[config.mk]
export PLATFORM = sky130hd
export DESIGN_NAME = touch_quadrant_map_and_events_top
export DESIGN_NICKNAME = d
export VERILOG_FILES = /design/src/rtl/core/tqme_pkg.sv /design/src/rtl/core/touch_quadrant_map_and_events_top.sv /design/src/rtl/core/tqme_csr.sv /design/src/rtl/core/tqme_div.sv
export SDC_FILE = /design/constraint.sdc
export NUM_CORES = 1
export LEC_CHECK = 0
export ABC_AREA = 1
export CAP_MARGIN = 20
export CORE_MARGIN = 4
export CORE_UTILIZATION = 59
export CTS_CLUSTER_SIZE = 12
export DETAILED_ROUTE_END_ITERATION = 12
export DONT_BUFFER_PORTS = 1
export GPL_TIMING_DRIVEN = 0
export PLACE_DENSITY = 0.8
export SLEW_MARGIN = 20
export SYNTH_ARGS = -nofsm -noshare
export SYNTH_HDL_FRONTEND = slang
export SYNTH_SLANG_ARGS = --single-unit
[constraint.sdc]
create_clock -name clock -period 14.2 [get_ports clock]
set_clock_uncertainty 0.05 [all_clocks]
set_input_delay 0.71 -clock clock [delete_from_list [all_inputs] [get_ports clock]]
set_output_delay 0.71 -clock clock [all_outputs]
set_load 0.02 [all_outputs]
[src/rtl/core/tqme_pkg.sv]
// Shared types, constants and helpers for the touch quadrant mapper.
// No dependencies; every other file imports this package.
package tqme_pkg;

   localparam int COORD_BITS     = 12;
   localparam int SCREEN_BITS    = 12;
   localparam int AXIS_BITS      = COORD_BITS + 1;
   localparam int FLIP_BITS      = COORD_BITS + 3;
   localparam int NUM_BITS       = 2 * COORD_BITS;
   localparam int CSR_DATA_BITS  = 2 * COORD_BITS;
   localparam int CSR_INDEX_BITS = 3;
   localparam int ORIENT_BITS    = 3;

   localparam logic [CSR_INDEX_BITS-1:0] REG_ORIGIN      = 3'd0;
   localparam logic [CSR_INDEX_BITS-1:0] REG_LOWER_SPAN  = 3'd1;
   localparam logic [CSR_INDEX_BITS-1:0] REG_UPPER_SPAN  = 3'd2;
   localparam logic [CSR_INDEX_BITS-1:0] REG_CENTER      = 3'd3;
   localparam logic [CSR_INDEX_BITS-1:0] REG_SCREEN_END  = 3'd4;
   localparam logic [CSR_INDEX_BITS-1:0] REG_ORIENT      = 3'd5;

   localparam logic [CSR_DATA_BITS-1:0] LOWER_SPAN_RESET = 24'h7FF7FF;
   localparam logic [CSR_DATA_BITS-1:0] UPPER_SPAN_RESET = 24'h800800;

   localparam int ORIENT_HFLIP = 0;
   localparam int ORIENT_VFLIP = 1;
   localparam int ORIENT_SWAP  = 2;

   typedef enum logic [1:0] {
      EV_NONE    = 2'd0,
      EV_PUSH    = 2'd1,
      EV_DRAG    = 2'd2,
      EV_RELEASE = 2'd3
   } event_kind_type;

   typedef struct packed {
      logic [CSR_DATA_BITS-1:0] origin;
      logic [CSR_DATA_BITS-1:0] lower_span;
      logic [CSR_DATA_BITS-1:0] upper_span;
      logic [CSR_DATA_BITS-1:0] center;
      logic [CSR_DATA_BITS-1:0] screen_end;
      logic [ORIENT_BITS-1:0]   orient;
   } cfg_type;

   function automatic logic [COORD_BITS-1:0] field_of(
      input logic [CSR_DATA_BITS-1:0] r, input logic hi);
      return hi ? r[2*COORD_BITS-1:COORD_BITS] : r[COORD_BITS-1:0];
   endfunction

   function automatic logic [SCREEN_BITS-1:0] clamp_screen(
      input logic signed [FLIP_BITS-1:0] v);
      logic [SCREEN_BITS-1:0] res;
      if (v[FLIP_BITS-1]) begin
         res = '0;
      end else if (v > $signed(FLIP_BITS'((1 << SCREEN_BITS) - 1))) begin
         res = '1;
      end else begin
         res = v[SCREEN_BITS-1:0];
      end
      return res;
   endfunction

   function automatic logic signed [FLIP_BITS-1:0] orient_axis(
      input logic flip, input logic [COORD_BITS-1:0] end_v,
      input logic [AXIS_BITS-1:0] v);
      logic signed [FLIP_BITS-1:0] res;
      if (flip) begin
         res = $signed({3'b000, end_v}) - $signed({2'b00, v});
      end else begin
         res = $signed({2'b00, v});
      end
      return res;
   endfunction

endpackage

[src/rtl/core/touch_quadrant_map_and_events_top.sv]
// Touch quadrant mapper top level: sequencer, axis datapath and output register.
// Depends on tqme_pkg, tqme_csr and tqme_div.
//
// Use: one raw touch sample is offered on the req_ channel (sample flag, raw x, raw y)
// and exactly one result comes back on the rsp_ channel (event kind, screen x, y).
// A transfer happens on a rising edge with valid high and stall low.
// The csr_ port writes the calibration registers; write only while the block is idle.
// Flow: a present sample maps x, then y, through one shared 24-step serial divider;
// each axis goes through setup (ST_MAP), the divider (ST_DIV) and post (ST_POST),
// and req_stall drops at the edge that loads the result. An axis whose offset is
// not positive or whose span is zero skips the divider. A sample with the flag
// low skips both axes. Throughput: one sample at a time;
// req_stall is high from transfer until the result is loaded into the output register.
// Stall: the result waits in the output register while rsp_stall is high; the
// sequencer holds in its final state until that register is free.
// Reset: synchronous, active high; clears registers to their defaults, touch state and
// last position to zero, and leaves no result pending.
module touch_quadrant_map_and_events_top import tqme_pkg::*; (
   input  logic                      clock,
   input  logic                      reset,
   input  logic                      req_valid,
   output logic                      req_stall,
   input  logic                      req_sample_valid,
   input  logic [COORD_BITS-1:0]     req_raw_x,
   input  logic [COORD_BITS-1:0]     req_raw_y,
   output logic                      rsp_valid,
   input  logic                      rsp_stall,
   output logic [1:0]                rsp_event_kind,
   output logic [SCREEN_BITS-1:0]    rsp_screen_x,
   output logic [SCREEN_BITS-1:0]    rsp_screen_y,
   input  logic                      csr_write_en,
   input  logic [CSR_INDEX_BITS-1:0] csr_index,
   input  logic [CSR_DATA_BITS-1:0]  csr_wdata
);

   typedef enum logic [4:0] {
      ST_IDLE = 5'b00001,
      ST_MAP  = 5'b00010,
      ST_DIV  = 5'b00100,
      ST_POST = 5'b01000,
      ST_DONE = 5'b10000
   } state_type;

   cfg_type cfg;

   state_type state_ff, state_in;
   logic      axis_ff, axis_in;
   logic      touching_ff, touching_in;
   logic [SCREEN_BITS-1:0] last_x_ff, last_x_in, last_y_ff, last_y_in;
   logic      rsp_valid_ff, rsp_valid_in;
   logic [1:0] rsp_kind_ff, rsp_kind_in;
   logic [SCREEN_BITS-1:0] rsp_x_ff, rsp_x_in, rsp_y_ff, rsp_y_in;

   logic      sample_ff, sample_in;
   logic [COORD_BITS-1:0] raw_x_ff, raw_x_in, raw_y_ff, raw_y_in;
   logic      skip_ff, skip_in, upper_ff, upper_in;
   logic [COORD_BITS-1:0] ctr_ff, ctr_in;
   logic [AXIS_BITS-1:0]  ax_x_ff, ax_x_in, ax_y_ff, ax_y_in;

   logic [COORD_BITS-1:0] raw_sel, org, lo, up, ctr, span, mag;
   logic signed [COORD_BITS:0] diff, above;
   logic      is_upper, nonpos, skip;
   logic [NUM_BITS-1:0]   product, div_q, q_sel;
   logic      div_start, div_done;
   logic [COORD_BITS-1:0] q_clamp;
   logic [AXIS_BITS-1:0]  axis_val;
   logic [SCREEN_BITS-1:0] fx, fy, out_x, out_y;
   logic      slot_free;

   tqme_csr u_csr (
      .clock        (clock),
      .reset        (reset),
      .csr_write_en (csr_write_en),
      .csr_index    (csr_index),
      .csr_wdata    (csr_wdata),
      .cfg          (cfg)
   );

   tqme_div u_div (
      .clock    (clock),
      .reset    (reset),
      .start    (div_start),
      .dividend (product),
      .divisor  (span),
      .done     (div_done),
      .quotient (div_q)
   );

   assign raw_sel  = axis_ff ? raw_y_ff : raw_x_ff;
   assign org      = field_of(cfg.origin, axis_ff);
   assign lo       = field_of(cfg.lower_span, axis_ff);
   assign up       = field_of(cfg.upper_span, axis_ff);
   assign ctr      = field_of(cfg.center, axis_ff);
   assign diff     = $signed({1'b0, raw_sel}) - $signed({1'b0, org});
   assign is_upper = diff > $signed({1'b0, lo});
   assign above    = diff - $signed({1'b0, lo});
   assign mag      = is_upper ? above[COORD_BITS-1:0] : diff[COORD_BITS-1:0];
   assign span     = is_upper ? up : lo;
   assign nonpos   = !is_upper && (diff[COORD_BITS] || diff == '0);
   assign skip     = nonpos || span == '0;
   assign product  = NUM_BITS'(mag) * NUM_BITS'(ctr);
   assign div_start = (state_ff == ST_MAP) && !skip;

   assign q_sel    = skip_ff ? '0 : div_q;
   assign q_clamp  = (q_sel > NUM_BITS'(ctr_ff)) ? ctr_ff : q_sel[COORD_BITS-1:0];
   assign axis_val = upper_ff ? ({1'b0, q_clamp} + {1'b0, ctr_ff} + AXIS_BITS'(1))
                              : {1'b0, q_clamp};

   assign fx = clamp_screen(orient_axis(cfg.orient[ORIENT_HFLIP],
                                        field_of(cfg.screen_end, 1'b0), ax_x_ff));
   assign fy = clamp_screen(orient_axis(cfg.orient[ORIENT_VFLIP],
                                        field_of(cfg.screen_end, 1'b1), ax_y_ff));
   assign out_x = cfg.orient[ORIENT_SWAP] ? fy : fx;
   assign out_y = cfg.orient[ORIENT_SWAP] ? fx : fy;

   assign slot_free = !rsp_valid_ff || !rsp_stall;

   always_comb begin
      state_in     = state_ff;
      axis_in      = axis_ff;
      touching_in  = touching_ff;
      last_x_in    = last_x_ff;
      last_y_in    = last_y_ff;
      rsp_valid_in = rsp_valid_ff && rsp_stall;
      rsp_kind_in  = rsp_kind_ff;
      rsp_x_in     = rsp_x_ff;
      rsp_y_in     = rsp_y_ff;
      sample_in    = sample_ff;
      raw_x_in     = raw_x_ff;
      raw_y_in     = raw_y_ff;
      skip_in      = skip_ff;
      upper_in     = upper_ff;
      ctr_in       = ctr_ff;
      ax_x_in      = ax_x_ff;
      ax_y_in      = ax_y_ff;
      unique case (state_ff)
         ST_IDLE: begin
            if (req_valid) begin
               sample_in = req_sample_valid;
               raw_x_in  = req_raw_x;
               raw_y_in  = req_raw_y;
               axis_in   = 1'b0;
               state_in  = req_sample_valid ? ST_MAP : ST_DONE;
            end
         end
         ST_MAP: begin
            skip_in  = skip;
            upper_in = is_upper;
            ctr_in   = ctr;
            state_in = skip ? ST_POST : ST_DIV;
         end
         ST_DIV: begin
            if (div_done) begin
               state_in = ST_POST;
            end
         end
         ST_POST: begin
            if (axis_ff) begin
               ax_y_in  = axis_val;
               state_in = ST_DONE;
            end else begin
               ax_x_in  = axis_val;
               axis_in  = 1'b1;
               state_in = ST_MAP;
            end
         end
         ST_DONE: begin
            if (slot_free) begin
               rsp_valid_in = 1'b1;
               state_in     = ST_IDLE;
               priority if (sample_ff) begin
                  rsp_kind_in = touching_ff ? EV_DRAG : EV_PUSH;
                  rsp_x_in    = out_x;
                  rsp_y_in    = out_y;
                  last_x_in   = out_x;
                  last_y_in   = out_y;
                  touching_in = 1'b1;
               end else if (touching_ff) begin
                  rsp_kind_in = EV_RELEASE;
                  rsp_x_in    = last_x_ff;
                  rsp_y_in    = last_y_ff;
                  touching_in = 1'b0;
               end else begin
                  rsp_kind_in = EV_NONE;
                  rsp_x_in    = '0;
                  rsp_y_in    = '0;
               end
            end
         end
         default: state_in = ST_IDLE;
      endcase
   end

   always_ff @(posedge clock) begin
      if (reset) begin
         state_ff     <= ST_IDLE;
         axis_ff      <= 1'b0;
         touching_ff  <= 1'b0;
         last_x_ff    <= '0;
         last_y_ff    <= '0;
         rsp_valid_ff <= 1'b0;
      end else begin
         state_ff     <= state_in;
         axis_ff      <= axis_in;
         touching_ff  <= touching_in;
         last_x_ff    <= last_x_in;
         last_y_ff    <= last_y_in;
         rsp_valid_ff <= rsp_valid_in;
      end
      rsp_kind_ff <= rsp_kind_in;
      rsp_x_ff    <= rsp_x_in;
      rsp_y_ff    <= rsp_y_in;
      sample_ff   <= sample_in;
      raw_x_ff    <= raw_x_in;
      raw_y_ff    <= raw_y_in;
      skip_ff     <= skip_in;
      upper_ff    <= upper_in;
      ctr_ff      <= ctr_in;
      ax_x_ff     <= ax_x_in;
      ax_y_ff     <= ax_y_in;
   end

   assign req_stall      = state_ff != ST_IDLE;
   assign rsp_valid      = rsp_valid_ff;
   assign rsp_event_kind = rsp_kind_ff;
   assign rsp_screen_x   = rsp_x_ff;
   assign rsp_screen_y   = rsp_y_ff;

endmodule

[src/rtl/core/tqme_csr.sv]
// Configuration register file of the touch quadrant mapper.
// Depends on tqme_pkg for register indexes, reset values and cfg_type.
module tqme_csr import tqme_pkg::*; (
   input  logic                      clock,
   input  logic                      reset,
   input  logic                      csr_write_en,
   input  logic [CSR_INDEX_BITS-1:0] csr_index,
   input  logic [CSR_DATA_BITS-1:0]  csr_wdata,
   output cfg_type                   cfg
);

   cfg_type cfg_ff;
   cfg_type cfg_in;

   always_comb begin
      cfg_in = cfg_ff;
      if (csr_write_en) begin
         unique case (csr_index)
            REG_ORIGIN:     cfg_in.origin     = csr_wdata;
            REG_LOWER_SPAN: cfg_in.lower_span = csr_wdata;
            REG_UPPER_SPAN: cfg_in.upper_span = csr_wdata;
            REG_CENTER:     cfg_in.center     = csr_wdata;
            REG_SCREEN_END: cfg_in.screen_end = csr_wdata;
            REG_ORIENT:     cfg_in.orient     = csr_wdata[ORIENT_BITS-1:0];
            default:        cfg_in = cfg_ff;
         endcase
      end
   end

   always_ff @(posedge clock) begin
      if (reset) begin
         cfg_ff.origin     <= '0;
         cfg_ff.lower_span <= LOWER_SPAN_RESET;
         cfg_ff.upper_span <= UPPER_SPAN_RESET;
         cfg_ff.center     <= '0;
         cfg_ff.screen_end <= '0;
         cfg_ff.orient     <= '0;
      end else begin
         cfg_ff <= cfg_in;
      end
   end

   assign cfg = cfg_ff;

endmodule

[src/rtl/core/tqme_div.sv]
// Shared bit-serial restoring divider, one quotient bit per cycle.
// Depends on tqme_pkg for operand widths.
module tqme_div import tqme_pkg::*; (
   input  logic                  clock,
   input  logic                  reset,
   input  logic                  start,
   input  logic [NUM_BITS-1:0]   dividend,
   input  logic [COORD_BITS-1:0] divisor,
   output logic                  done,
   output logic [NUM_BITS-1:0]   quotient
);

   localparam int CNT_BITS = $clog2(NUM_BITS + 1);

   logic                  busy_ff, busy_in;
   logic                  done_ff, done_in;
   logic [CNT_BITS-1:0]   cnt_ff, cnt_in;
   logic [NUM_BITS-1:0]   num_ff, num_in;
   logic [COORD_BITS-1:0] rem_ff, rem_in;
   logic [COORD_BITS-1:0] div_ff, div_in;
   logic [COORD_BITS:0]   shifted;
   logic [COORD_BITS:0]   trial;
   logic                  fits;

   assign shifted = {rem_ff, num_ff[NUM_BITS-1]};
   assign trial   = shifted - {1'b0, div_ff};
   assign fits    = shifted >= {1'b0, div_ff};

   always_comb begin
      busy_in = busy_ff;
      done_in = 1'b0;
      cnt_in  = cnt_ff;
      num_in  = num_ff;
      rem_in  = rem_ff;
      div_in  = div_ff;
      if (start) begin
         busy_in = 1'b1;
         cnt_in  = CNT_BITS'(NUM_BITS);
         num_in  = dividend;
         rem_in  = '0;
         div_in  = divisor;
      end else if (busy_ff) begin
         num_in = {num_ff[NUM_BITS-2:0], fits};
         rem_in = fits ? trial[COORD_BITS-1:0] : shifted[COORD_BITS-1:0];
         cnt_in = cnt_ff - CNT_BITS'(1);
         if (cnt_ff == CNT_BITS'(1)) begin
            busy_in = 1'b0;
            done_in = 1'b1;
         end
      end
   end

   always_ff @(posedge clock) begin
      if (reset) begin
         busy_ff <= 1'b0;
         done_ff <= 1'b0;
         cnt_ff  <= '0;
      end else begin
         busy_ff <= busy_in;
         done_ff <= done_in;
         cnt_ff  <= cnt_in;
      end
      num_ff <= num_in;
      rem_ff <= rem_in;
      div_ff <= div_in;
   end

   assign done     = done_ff;
   assign quotient = num_ff;

endmodule

==> impl_metrics.ini <==
[outcome]
status = finished clean

[floorplan]
core-area_um2 = 34900
dieArea_um2 = 38800
start_util_pct = 60.4
io_pins = 85
fp-row-count = 68
dieHeight_um = 197
die_w_um = 197

[synthesis]
ys_ff_latch = 301
synth_flop_cell = dfxtp_1
synth_area_um2 = 21100
synth_edf_count = 127
synth-async-reset-ratio_pct = 0
ys_seq_area_share_pct = 34.7
ys_types = 47
yosysWarnings = 0
syn_area_per_cell_um2 = 7.73
syn-num-nets = 3036
syn_inst = 2725

[grt]
grt_pass1_vias = 17987
grt_max_degree = 28
grtUsageTotal_pct = 29.6
grt_pass1_wl_um = 92500
grt.overflow.total = 0
antenna_found_initial = 0

[drt]
antenna_left = 0
routed_wl_um = 57200
vias = 18301
routedWlPerCell_um = 17.6
drc = 0
drt_iter0_markers = 1398
drtPass1Iterations = 5
viasPerCell = 5.64

[setup_path]
max_stage_delay_ns = 0.84
rr_endpoint = u_div.quotient[21]
startpoint_type = flip-flop
timing.rr.start = axis_ff
crit_top_cell = nand2_1
crit_fanout = 10
worstPathArrival_ns = 12.74
rr_worst_depth = 48
rrSetupSlack_ns = 1.81
worstSetupEndpointType = flip-flop
critPathKind = flip-flop to flip-flop
crit_slowest_cell = buf_1
worstPathRequired_ns = 14.55

[timing]
max_freq_mhz = 80.7
finalHoldViolCount = 0
worst_slack_ns = 1.81
period_minus_slack_ns = 12.39
rsz0062_at_grt = no
final.setup.tns_ns = 0
post-route-period-util_pct = 87.3
worst_slew_pin_slew_ns = 1.05
drv_slew = 0
setup_violations = 0
hold_slack_ns = 0.223
relSlewSlack_pct = 29.9

[final_layout]
drive_gt1_share_pct = 3.98
seq_area_um2 = 7300
nets = 3074
syn_to_final_growth_pct = 8.33
fin_util_pct = 65.4
num_antenna_cells = 0
fill_cells = 2920
multi_input_comb_area_um2 = 11800
stdcell_area_um2 = 22800

[cts]
cts_made_buffers = 34
cts-root-buf = clkbuf_16
tritoncts = yes
cts_resized = 0
post-cts-setup-buffers = 0
cts_hold_buf = 0
clockBufferDepth = 3
htreeDepth = 2
cts.clk_slew.worst_paths_ns = 0.06
clkLatencyLatePin_ns = 0.54
clock_sinks = 301

[flow_run]
drv_cap = 0

[hold_path]
worstHoldPathCells = 0
min_to = raw_y_ff[1]
hp-class = input pin to flip-flop
min-delay-start = req_raw_y[1]

[power_and_ir_drop]
p_per_area_nw_per_um2 = 121
leakage_nw = 10.9
vdd_drop_max_v = 0.000134

[placed_design]
io_buffers = 0
gp_congestion = 1.02
post-dp-hpwl_um = 45200
dpl_worst_slack_ns = 2.01
place_area_um2 = 21700
through the flow:
| stage | total power [W] | instances |
|---|---|---|
| 2_1_floorplan | 0.00165 | 2725 |
| 3_3_place_gp | 0.00185 | 3180 |
| 3_5_place_dp | 0.00188 | 3181 |
| 4_1_cts | 0.00276 | 3242 |
| 5_1_grt | 0.00292 | 3243 |
| 6_report | 0.00276 | 3243 |
metal layers:
layer / GRT usage (%) / part of all wire, % / wire (um)
met1: 36.1 / 39 / 22400
met3: 5.26 / 7.1 / 4050
met2: 51.0 / 48 / 27500
met5: 0 / 0 / 0
met4: 14.2 / 5.6 / 3180
area by class of cell:
cell class	count	share of cell area, %
inverter	425	6.99
tap	455	2.50
buffer	101	1.90
timing repair buffer	2	0.110
multi-input combinational	1898	51.5
clock buffer	54	4.83
sequential	301	32.0
clock inverter	7	0.154
worst max path at each step:
stage,start,to,cells after the start
final,axis_ff,u_div.quotient[21],48
after detailed placement,axis_ff,u_div.quotient[21],48
after global placement,axis_ff,u_div.quotient[21],48
after floorplan,axis_ff,u_div.quotient[21],48
after CTS,axis_ff,u_div.quotient[21],48
after global routing,axis_ff,u_div.quotient[21],49
critical path: cells and delay by family, from the launching register on:
kind            cells  cell delay, ns
fa+ha+maj           9            3.82
buf+inv            10            3.06
simple gates       20            2.34
compound gates      7            1.96
flops               1            0.52
xor+xnor            2            0.49
flip-flops by register name (all words and copies together) (netlist names), 2 cells and up:
register        cells
rsp_screen_y       12
ctr_ff             12
raw_x_ff           12
u_div.cnt_ff        5
u_div.quotient     24
ax_y_ff            13
u_csr.cfg         123
state_ff            5
ax_x_ff            13
last_x_ff          12
raw_y_ff           12
rsp_event_kind      2
u_div.div_ff       12
u_div.rem_ff       12
rsp_screen_x       12
last_y_ff          12
power by group:
| part | internal [W] | leakage (nW) | switching [W] |
|---|---|---|---|
| clock network | 0.000532 | 0.561 | 0.000354 |
| logic | 0.000282 | 7.74 | 0.000585 |
| registers | 0.000973 | 2.58 | 0.0000379 |
| total | 0.00179 | 10.9 | 0.000977 |
logic make-up after synthesis:
| family | count (synthesis) | share of synthesized area [%] |
|---|---|---|
| AOI/OAI and AO/OA | 443 | 11.0 |
| DFF | 301 | 34.7 |
| adders and majority gates | 254 | 18.9 |
| buffers and inverters | 526 | 9.63 |
| and+or+nand+nor | 1108 | 21.8 |
| muxes | 24 | 1.14 |
| xor gates and xnor gates | 69 | 2.87 |
synthesized netlist by cell type (2+ instances only):
library cell    n  share of area [%]
mux2i_1        24                1.1
inv_2          11               0.20
inv_1         406                7.2
nor3_1         12               0.29
edfxtp_1      127                 18
or2_2          11               0.33
buf_4           2              0.071
o31ai_1         6               0.21
xor2_1         43                1.8
o21bai_1        3               0.11
nor2_1        307                5.5
nor2_2          4               0.12
o21ai_1        11               0.26
nand3b_1       16               0.57
o221ai_1        2              0.083
clkbuf_1       79                1.4
nand2_1       589                 11
clkinv_1        8               0.14
o2111ai_1       2              0.083
buf_2           6               0.14
nand2_2         2              0.059
buf_6           5               0.27
nor4_1          6               0.18
a21o_1          2              0.071
nand3_4         2               0.17
a31oi_1         7               0.21
nand4_1        40                1.2
a21oi_1       156                3.7
ha_1          148                8.8
o211ai_1        6               0.21
nand3_2         2              0.095
o21ai_0       242                5.8
xnor2_1        26                1.1
fa_1          106                 10
o21ai_2         2              0.083
buf_1           9               0.16
nand3_1       112                2.7
dfxtp_1       174                 17
placed cells by master (no fill, tap or decap), types with 11 or more instances in the layout:
cell type | Yosys | routed
a21oi_1 | 156 | 156
clkbuf_1 | 79 | 84
clkbuf_16 | 0 | 38
clkinv_1 | 8 | 11
dfxtp_1 | 174 | 174
edfxtp_1 | 127 | 127
fa_1 | 106 | 106
ha_1 | 148 | 148
inv_1 | 406 | 406
inv_2 | 11 | 11
mux2i_1 | 24 | 24
nand2_1 | 589 | 589
nand3_1 | 112 | 112
nand3b_1 | 16 | 16
nand4_1 | 40 | 40
nor2_1 | 307 | 303
nor3_1 | 12 | 12
o21ai_0 | 242 | 242
o21ai_1 | 11 | 11
or2_2 | 11 | 11
xnor2_1 | 26 | 26
xor2_1 | 43 | 43
No activity file was read; power rests on OpenSTA's default activity.
